`src/design/rhdp_pkg.sv`:
```
// Shared types, table constants and fixed-point constants for the humidity pipeline.
package rhdp_pkg;

    // Centikelvin grid of the saturation vapor pressure table.
    localparam int unsigned BASE_CK     = 17316;
    localparam int unsigned STEP_CK     = 500;
    localparam int unsigned HALF_STEP   = 250;
    localparam int unsigned SVP_DEFINED = 41;

    // Table values are in units of 1e-6 hPa and fit in 30 bits.
    localparam int unsigned E_W   = 30;
    localparam int unsigned CK_W  = 16;
    localparam int unsigned D_W   = 15;
    localparam int unsigned IDX_W = 6;
    localparam int unsigned F_W   = 9;
    localparam int unsigned DQ_W  = 19;
    localparam int unsigned Q_W   = 16;

    // Floor division by 500 through a reciprocal: exact for offsets below 20000.
    localparam logic [13:0] RECIP_500 = 14'd8389;
    localparam int unsigned RECIP_500_SH = 22;
    // Floor division by 125 through a reciprocal: exact for values below 62500.
    localparam logic [16:0] RECIP_125 = 17'd67109;
    localparam int unsigned RECIP_125_SH = 23;

    localparam logic [Q_W-1:0] ONE_Q15 = 16'h8000;

    typedef logic [E_W-1:0]  t_svp_arr [0:SVP_DEFINED-1];
    typedef logic [DQ_W-1:0] t_dq_arr  [0:SVP_DEFINED-2];
    typedef logic [F_W-1:0]  t_dr_arr  [0:SVP_DEFINED-2];

    localparam t_svp_arr SVP_TABLE = '{
        30'd34,        30'd89,        30'd220,       30'd517,       30'd1155,
        30'd2472,      30'd5080,      30'd10050,     30'd19210,     30'd35530,
        30'd63560,     30'd111100,    30'd189100,    30'd313900,    30'd508800,
        30'd807000,    30'd1254000,   30'd1911800,   30'd2862700,   30'd4214800,
        30'd6107800,   30'd8719200,   30'd12272000,  30'd17044000,  30'd23373000,
        30'd31671000,  30'd42430000,  30'd56236000,  30'd73777000,  30'd95855000,
        30'd123400000, 30'd157460000, 30'd199260000, 30'd250160000, 30'd311690000,
        30'd385560000, 30'd473670000, 30'd578090000, 30'd701130000, 30'd845280000,
        30'd1013250000
    };

    // The step between neighboring entries, split as quotient and remainder of 500.
    function automatic t_dq_arr calc_dq();
        t_dq_arr     res;
        int unsigned diff;
        for (int i = 0; i < SVP_DEFINED - 1; i++) begin
            diff   = int'(SVP_TABLE[i+1]) - int'(SVP_TABLE[i]);
            res[i] = DQ_W'(diff / STEP_CK);
        end
        return res;
    endfunction

    function automatic t_dr_arr calc_dr();
        t_dr_arr     res;
        int unsigned diff;
        for (int i = 0; i < SVP_DEFINED - 1; i++) begin
            diff   = int'(SVP_TABLE[i+1]) - int'(SVP_TABLE[i]);
            res[i] = F_W'(diff % STEP_CK);
        end
        return res;
    endfunction

    localparam t_dq_arr SVP_DQ = calc_dq();
    localparam t_dr_arr SVP_DR = calc_dr();

    typedef struct packed {
        logic [CK_W-1:0] temperature_ck;
        logic            temperature_ok;
        logic [CK_W-1:0] dewpoint_ck;
        logic            dewpoint_ok;
    } t_in_item;

    typedef struct packed {
        logic [Q_W-1:0] humidity_q15;
        logic           humidity_ok;
        logic           out_of_range;
    } t_out_item;

    // One value entering the interpolation pipeline.
    typedef struct packed {
        logic [CK_W-1:0] ck;
        logic            present;
    } t_pt_in;

    // Interpolated pressure with the value's status.
    typedef struct packed {
        logic [E_W-1:0] e;
        logic           present;
        logic           in_range;
    } t_pt_out;

    // Operands of the ratio division with the item's status.
    typedef struct packed {
        logic [E_W-1:0] e_temp;
        logic [E_W-1:0] e_dew;
        logic           ok;
        logic           oor;
    } t_div_in;

endpackage

```
`src/design/rhdp_interp.sv`:
```
// Six-stage pipeline that maps one centikelvin value to an interpolated vapor pressure.
module rhdp_interp
    import rhdp_pkg::*;
#(
    parameter int TABLE_ENTRIES = 41
) (
    input  logic    i_clk,
    input  logic    i_rst_n,
    input  logic    i_valid,
    output logic    o_ready,
    input  t_pt_in  i_data,
    output logic    o_valid,
    input  logic    i_ready,
    output t_pt_out o_data
);

    localparam int NSTG = 6;
    localparam int USED = (TABLE_ENTRIES < int'(SVP_DEFINED)) ? TABLE_ENTRIES
                                                              : int'(SVP_DEFINED);
    localparam logic [CK_W-1:0] LOW_CK = CK_W'(BASE_CK);
    localparam logic [CK_W-1:0] TOP_CK = CK_W'(int'(BASE_CK) + int'(STEP_CK) * (USED - 1) - 1);
    localparam logic [IDX_W-1:0] MAX_IDX = IDX_W'(SVP_DEFINED - 2);

    logic [NSTG-1:0] r_v;
    logic [NSTG:0]   w_en;

    // Each stage advances when it is empty or the stage after it advances.
    always_comb begin
        w_en[NSTG] = i_ready;
        for (int k = NSTG - 1; k >= 0; k--) begin
            w_en[k] = !r_v[k] || w_en[k+1];
        end
    end

    always_ff @(posedge i_clk) begin
        if (!i_rst_n) begin
            r_v <= '0;
        end else begin
            for (int k = 0; k < NSTG; k++) begin
                if (w_en[k]) begin
                    r_v[k] <= (k == 0) ? i_valid : r_v[k-1];
                end
            end
        end
    end

    // Stage 1: offset from the table base and range test.
    logic [D_W-1:0] r1_d;
    logic           r1_ok, r1_inr;
    logic [CK_W-1:0] n1_off;
    assign n1_off = i_data.ck - LOW_CK;

    always_ff @(posedge i_clk) begin
        if (w_en[0]) begin
            r1_d   <= n1_off[D_W-1:0];
            r1_ok  <= i_data.present;
            r1_inr <= (i_data.ck >= LOW_CK) && (i_data.ck <= TOP_CK);
        end
    end

    // Stage 2: table index as the offset divided by the step.
    logic [D_W+13:0]  n2_prod;
    logic [6:0]       n2_lraw;
    logic [IDX_W-1:0] r2_l;
    logic [D_W-1:0]   r2_d;
    logic             r2_ok, r2_inr;
    assign n2_prod = (D_W+14)'(r1_d) * (D_W+14)'(RECIP_500);
    assign n2_lraw = n2_prod[RECIP_500_SH +: 7];

    always_ff @(posedge i_clk) begin
        if (w_en[1]) begin
            r2_l   <= (n2_lraw > 7'(MAX_IDX)) ? MAX_IDX : n2_lraw[IDX_W-1:0];
            r2_d   <= r1_d;
            r2_ok  <= r1_ok;
            r2_inr <= r1_inr;
        end
    end

    // Stage 3: fraction within the step and table reads.
    logic [D_W-1:0]  n3_base;
    logic [D_W-1:0]  n3_frac;
    logic [F_W-1:0]  r3_f;
    logic [E_W-1:0]  r3_lo;
    logic [DQ_W-1:0] r3_dq;
    logic [F_W-1:0]  r3_dr;
    logic            r3_ok, r3_inr;
    assign n3_base = D_W'(r2_l) * D_W'(STEP_CK);
    assign n3_frac = r2_d - n3_base;

    always_ff @(posedge i_clk) begin
        if (w_en[2]) begin
            r3_f   <= n3_frac[F_W-1:0];
            r3_lo  <= SVP_TABLE[r2_l];
            r3_dq  <= SVP_DQ[r2_l];
            r3_dr  <= SVP_DR[r2_l];
            r3_ok  <= r2_ok;
            r3_inr <= r2_inr;
        end
    end

    // Stage 4: whole-step part and rounded remainder part of the slope times fraction.
    logic [27:0]    r4_a;
    logic [17:0]    r4_b;
    logic [E_W-1:0] r4_lo;
    logic           r4_ok, r4_inr;

    always_ff @(posedge i_clk) begin
        if (w_en[3]) begin
            r4_a   <= 28'(r3_dq) * 28'(r3_f);
            r4_b   <= 18'(r3_dr) * 18'(r3_f) + 18'(HALF_STEP);
            r4_lo  <= r3_lo;
            r4_ok  <= r3_ok;
            r4_inr <= r3_inr;
        end
    end

    // Stage 5: whole-step part added to the low entry, and remainder part divided by 500 as a quarter divided by 125.
    logic [E_W-1:0] r5_sum;
    logic [32:0]    r5_c;
    logic           r5_ok, r5_inr;

    always_ff @(posedge i_clk) begin
        if (w_en[4]) begin
            r5_sum <= r4_lo + E_W'(r4_a);
            r5_c   <= 33'(r4_b[17:2]) * 33'(RECIP_125);
            r5_ok  <= r4_ok;
            r5_inr <= r4_inr;
        end
    end

    // Stage 6: final pressure.
    logic [E_W-1:0] r6_e;
    logic           r6_ok, r6_inr;

    always_ff @(posedge i_clk) begin
        if (w_en[5]) begin
            r6_e   <= r5_sum + E_W'(r5_c[32:RECIP_125_SH]);
            r6_ok  <= r5_ok;
            r6_inr <= r5_inr;
        end
    end

    assign o_ready         = w_en[0];
    assign o_valid         = r_v[NSTG-1];
    assign o_data.e        = r6_e;
    assign o_data.present  = r6_ok;
    assign o_data.in_range = r6_inr;

endmodule

```
`config.mk`:
```
export PLATFORM = sky130hd
export DESIGN_NAME = rhdp_interp
export DESIGN_NICKNAME = d
export VERILOG_FILES = /design/src/design/rhdp_pkg.sv /design/src/design/rhdp_interp.sv
export SDC_FILE = /design/constraint.sdc
export NUM_CORES = 1
export LEC_CHECK = 0
export ABC_AREA = 0
export BUFFER_PORTS_ARGS = -buffer_cell sky130_fd_sc_hd__buf_2
export CELL_PAD_IN_SITES_DETAIL_PLACEMENT = 0
export CELL_PAD_IN_SITES_GLOBAL_PLACEMENT = 1
export CORE_ASPECT_RATIO = 1.5
export CORE_MARGIN = 2
export CORE_UTILIZATION = 45
export DETAILED_ROUTE_END_ITERATION = 7
export GPL_TIMING_DRIVEN = 0
export PLACE_DENSITY_LB_ADDON = 0.1
export SLEW_MARGIN = 15
export SYNTH_ARGS = -nofsm -noshare
export SYNTH_HDL_FRONTEND = slang
export SYNTH_SLANG_ARGS = --single-unit
```
`constraint.sdc`:
```
create_clock -name i_clk -period 6 [get_ports i_clk]
set_clock_uncertainty 0.2 [all_clocks]
set_input_delay 1.2 -clock i_clk [delete_from_list [all_inputs] [get_ports i_clk]]
set_output_delay 1.2 -clock i_clk [all_outputs]
set_load 0.005 [all_outputs]
```
==> results.toml, run 1 <==
[outcome]
status = "completed"

[floorplan]
rows = 109
die_area_sq_um = 61100
coreArea_sq_um = 58600
initial_core_util_pct = 45.3
die_y_microns = 302
die_w_microns = 202
ios = 55

[worst_setup_path]
arrival_ps = 5790
setup.worst_path.start_class = "flop"
critPathCaptureType = "flop"
r2r_setup_slack_ps = 330
critical_path_class = "reg -> reg"
required_ps = 6130
crit_fanout = 10

[yosys]
netlist_instances = 2624
ys_types = 87
async_flop_share_pct = 0
synthTopCellsByArea = "edfxtp_1 29%, ha_1 19%, fa_1 18%"
yosys_warnings = 0
synth_edf_count = 253
ys_seq_area_share_pct = 29.0
synthFlopType = "edfxtp_1"
syn_nets = 3287
syn_area_sq_um = 26600
yosys.area.top_type = "edfxtp_1"
synth_top_area_share_pct = 28.6
synth_area_per_cell_sq_um = 10.1
synth-seq-cells = 259

[layout]
final_cell_mix = "413 x inv_1, 397 x ha_1, 253 x edfxtp_1, 245 x fa_1, 230 x nand2_1"
finish.instance_area_sq_um = 29000
layout-drive-gt1-share_pct = 5.92
syn_to_final_growth_pct = 9.02
fin_util_pct = 49.4
num-fill-cells = 5493
finalNetCount = 3375
final_common_cell = "inv_1"
antenna_cells = 0

[global_routing]
grt.total_usage_pct = 24.0
antenna_found_initial = 0
overflow = 0
grt_pass1_wl_microns = 113000
grt_max_degree = 70
grt_pass1_vias = 20400

[placed_design]
place_hpwl_microns = 58900
port_buffers = 54
place_congestion = 0.987
dpl_worst_slack_ps = -745
placed_cell_area_sq_um = 27900

[timing]
setup_slack_ps = 333
timing.final.crit_share_pct = 94.4
setup_viol = 0
worst_pin_slew_ps = 1090
drv_slew = 0
max_freq_mhz = 176
min_period_ps = 5670
rsz0062_at_grt = "false"
slew_headroom_pct = 27.1
setup_tns_ps = 0
hold_viol_final = 0

[detailed_routing]
drt_first_iter_violations = 1050
drc = 0
wl_per_cell_microns = 20.4
num_vias = 19300
via_per_inst = 5.48
firstDrtPassIters = 5
totalWireLength_microns = 71700
final_antenna_net_count = 0

[clock_tree]
cts.sinks = 259
cts_max_level = 1
root_buffer = "clkbuf_16"
path_clk_slew_ps = 60
cts_tree = "done"
cts_buffers = 29
insertion_delay_ps = 590
cts_hold_buf = 0
clk_path_buf_depth = 3

[flow_run]
max_cap_violations = 0

[min_path]
hp-class = "reg -> reg"
-- routing by layer --
| metal | global-route usage, % | routed length, microns | vias to the layer above |
|---|---|---|---|
| li1 | - | - | 9032 |
| met1 | 26.0 | 27100 | 9534 |
| met2 | 46.1 | 37900 | 479 |
| met3 | 2.13 | 2270 | 206 |
| met4 | 12.5 | 4410 | 0 |
| met5 | 0 | 0 | - |
-- cell usage after synthesis (all sizes together) (28+ instances only) --
library cell / n
nor3: 33
ha: 397
xor2: 28
fa: 245
nand2: 231
nor2: 126
nand3: 41
xnor2: 91
inv: 416
o21ai: 97
clkbuf: 76
and2: 128
a21oi: 127
edfxtp: 253
-- logic make-up (layout without fill, tap and decap cells) --
family | after synthesis | count (layout) | synth area share (%)
AND/OR/NAND/NOR | 656 | 656 | 11.9
adder cells (fa/ha/maj) | 642 | 642 | 37.1
buffers and inverters | 511 | 622 | 7.26
AO/OA/AOI/OAI | 430 | 430 | 10.4
flip-flops | 259 | 259 | 29.0
XOR/XNOR | 119 | 119 | 3.92
multiplexers | 7 | 7 | 0.315
-- metrics by stage --
stage | std cells | hold WS, ps
after floorplan | 2624 | 200
after global placement | 3455 | 201
after detailed placement | 3457 | 206
after CTS | 3511 | 222
after global routing | 3512 | 229
final | 3512 | 220
-- final timing paths --
kind,to,start,cells after the start
min,r5_inr$_DFFE_PP_,r4_inr$_DFFE_PP_,0
max reg2reg,r4_a[26]$_DFFE_PP_,r3_f[3]$_DFFE_PP_,18
min reg2reg,r5_inr$_DFFE_PP_,r4_inr$_DFFE_PP_,0
max,r4_a[26]$_DFFE_PP_,r3_f[3]$_DFFE_PP_,18
-- registers in the layout (all words and copies together), names as in the netlist, 10 cells and up --
register	cells
r5_c	10
r3_lo	30
r4_lo	30
r4_a	28
r1_d	15
r5_sum	30
r4_b	16
r3_dq	19
r6_e	30
-- worst max-delay path, cell delays in order, from the launching register on --
cell	delay, ps
edfxtp_1	380
clkbuf_1	430
and2_1	220
fa_1	410
inv_1	80
fa_1	430
fa_1	520
fa_1	560
inv_1	50
ha_1	270
clkbuf_2	160
a21oi_1	170
o21ai_0	150
or3_1	370
o211ai_1	270
a21oi_1	150
o21ai_0	270
o21ai_0	150
xor2_1	160
-- final cells by class --
type	instances	area [sq um]	share of cell area, %
multi-input combinational	1854	16900	58.5
sequential	259	7720	26.6
clock inverter	24	268	0.924
buffer	79	338	1.17
tap	777	972	3.36
timing repair buffer	70	423	1.46
clock buffer	30	729	2.52
inverter	419	1580	5.45
-- what timing repair did --
| item | CTS | global route |
|---|---|---|
| setup buffers | 8 | 6 |
| endpoints found under the setup margin | 11 | 8 |
| endpoints found under the hold margin | 0 | 0 |
| pin swaps | 1 | 1 |
| cloned | 0 | 0 |
| gates resized for setup | 16 | 13 |
Power of run 1 is not shown: default switching activity piles up to over one toggle a cycle in this logic, so the estimate is an artifact.
==> run 2, diff against run 1 <==
--- a/config.mk
+++ b/config.mk
@@ -15,6 +15,7 @@
 export DETAILED_ROUTE_END_ITERATION = 7
 export GPL_TIMING_DRIVEN = 0
 export PLACE_DENSITY_LB_ADDON = 0.1
+export RECOVER_POWER = 50
 export SLEW_MARGIN = 15
 export SYNTH_ARGS = -nofsm -noshare
 export SYNTH_HDL_FRONTEND = slang
==> run 2 against run 1 <==
Effect of this change:
- the run now ends with max-capacitance violations, max-slew violations left
- final area fell by 0.26%
- non-clock buffer count is the same
- core utilization fell by 0.13 points
- sequential share of layout area rose by 0.070 points
- global-route usage is the same
- routed wire length about the same
- hold slack barely moved
- fmax barely moved
- final cell count did not move
- count of clock-buffer cells in the layout unchanged
- critical path type unchanged
- highest routed layer unchanged
==> results.toml, run 2 (synthesis results as in run 1) <==
[min_path]
hp-class = "reg -> reg"

[timing]
max_freq_mhz = 177
setup_slack_ps = 337
hold_viol_final = 0
worst_pin_slew_ps = 3400
drv_slew = 104
setup_viol = 0
rsz0062_at_grt = "false"
timing.final.crit_share_pct = 94.4
min_period_ps = 5660
slew_headroom_pct = -126
setup_tns_ps = 0

[worst_setup_path]
required_ps = 6130
critical_path_class = "reg -> reg"
path_delay_family = "adder cells"
critPathMostFrequentCell = "fa_1"
critPathBufInv = 4
max_stage_delay_ps = 560
arrival_ps = 5790
cp_slowest_cell = "fa_1"
cp_cell_sequence = "clkbuf_1, and2_1, fa_1, inv_1, fa_1, fa_1, fa_1, inv_1, ha_1, clkbuf_2, a21oi_1, o21ai_0, or3_1, o211ai_1, a21oi_1, o21ai_0, o21ai_0, xor2_1"
crit_fanout = 10
critPathCaptureType = "flop"
setup.worst_path.start_class = "flop"

[floorplan]
die_y_microns = 302
die_area_sq_um = 61100
rows = 109
initial_core_util_pct = 45.3
coreArea_sq_um = 58600
die_w_microns = 202
ios = 55

[clock_tree]
cts_buffers = 29
clk_path_buf_depth = 3
insertion_delay_ps = 590
path_clk_slew_ps = 60
root_buffer = "clkbuf_16"
cts_hold_buf = 0
cts.sinks = 259
cts_max_level = 1
cts_tree = "done"

[layout]
final_cell_mix = "414 x inv_1, 397 x ha_1, 253 x edfxtp_1, 245 x fa_1, 231 x nand2_1"
final_common_cell = "inv_1"
finalNetCount = 3375
layout-drive-gt1-share_pct = 4.90
antenna_cells = 0
num-fill-cells = 5515
syn_to_final_growth_pct = 8.73

[outcome]
status = "finished, violations left"
violations = "max-capacitance violations, max-slew violations"

[detailed_routing]
num_vias = 19200
drc = 0
firstDrtPassIters = 5
final_antenna_net_count = 0
totalWireLength_microns = 71600
wl_per_cell_microns = 20.4
via_per_inst = 5.48
drt_first_iter_violations = 1024

[global_routing]
antenna_found_initial = 0
grt.total_usage_pct = 24.0
grt_pass1_vias = 20400
grt_pass1_wl_microns = 113000
grt_max_degree = 70
overflow = 0

[placed_design]
place_hpwl_microns = 58900
dpl_worst_slack_ps = -745
place_congestion = 0.987
port_buffers = 54

[flow_run]
max_cap_violations = 2
-- run 2: final cells by class --
type	instances	area [sq um]	share of cell area, %
multi-input combinational	1854	16900	58.6
buffer	79	338	1.17
clock inverter	24	268	0.927
timing repair buffer	70	354	1.23
sequential	259	7720	26.7
inverter	419	1580	5.46
clock buffer	30	729	2.52
tap	777	972	3.36
-- run 2: final timing paths --
kind | start | endpoint | slack [ps] | cells past startpoint
min reg2reg | r4_inr$_DFFE_PP_ | r5_inr$_DFFE_PP_ | 220 | 0
max reg2reg | r3_f[3]$_DFFE_PP_ | r4_a[26]$_DFFE_PP_ | 340 | 18
min | r4_inr$_DFFE_PP_ | r5_inr$_DFFE_PP_ | 220 | 0
max | r3_f[3]$_DFFE_PP_ | r4_a[26]$_DFFE_PP_ | 340 | 18
-- run 2: what timing repair did --
action,CTS,global route
gates cloned,0,0
pin swaps,1,1
setup buffers,8,6
resized for setup,16,13
endpoints found under the setup margin,11,8
-- run 2: routing by layer --
metal  wire length, microns  vias up  track usage, %
met5                      0        -               0
met3                   2140      211            2.13
li1                       -     9031               -
met4                   4470        0            12.5
met1                  27100     9526            26.0
met2                  37900      462            46.1
-- run 2: through the flow --
stage                     cell area (sq um)  std cells  util (%)  hold WS, ps
after CTS                             28900       3511      49.3          222
after global routing                  28900       3512      49.3          229
after detailed placement              27900       3457      47.5          206
after global placement                27800       3455      47.4          201
final                                 28900       3512      49.3          220
after floorplan                       26600       2624         -          200
Power of run 2 is left out for the same reason.
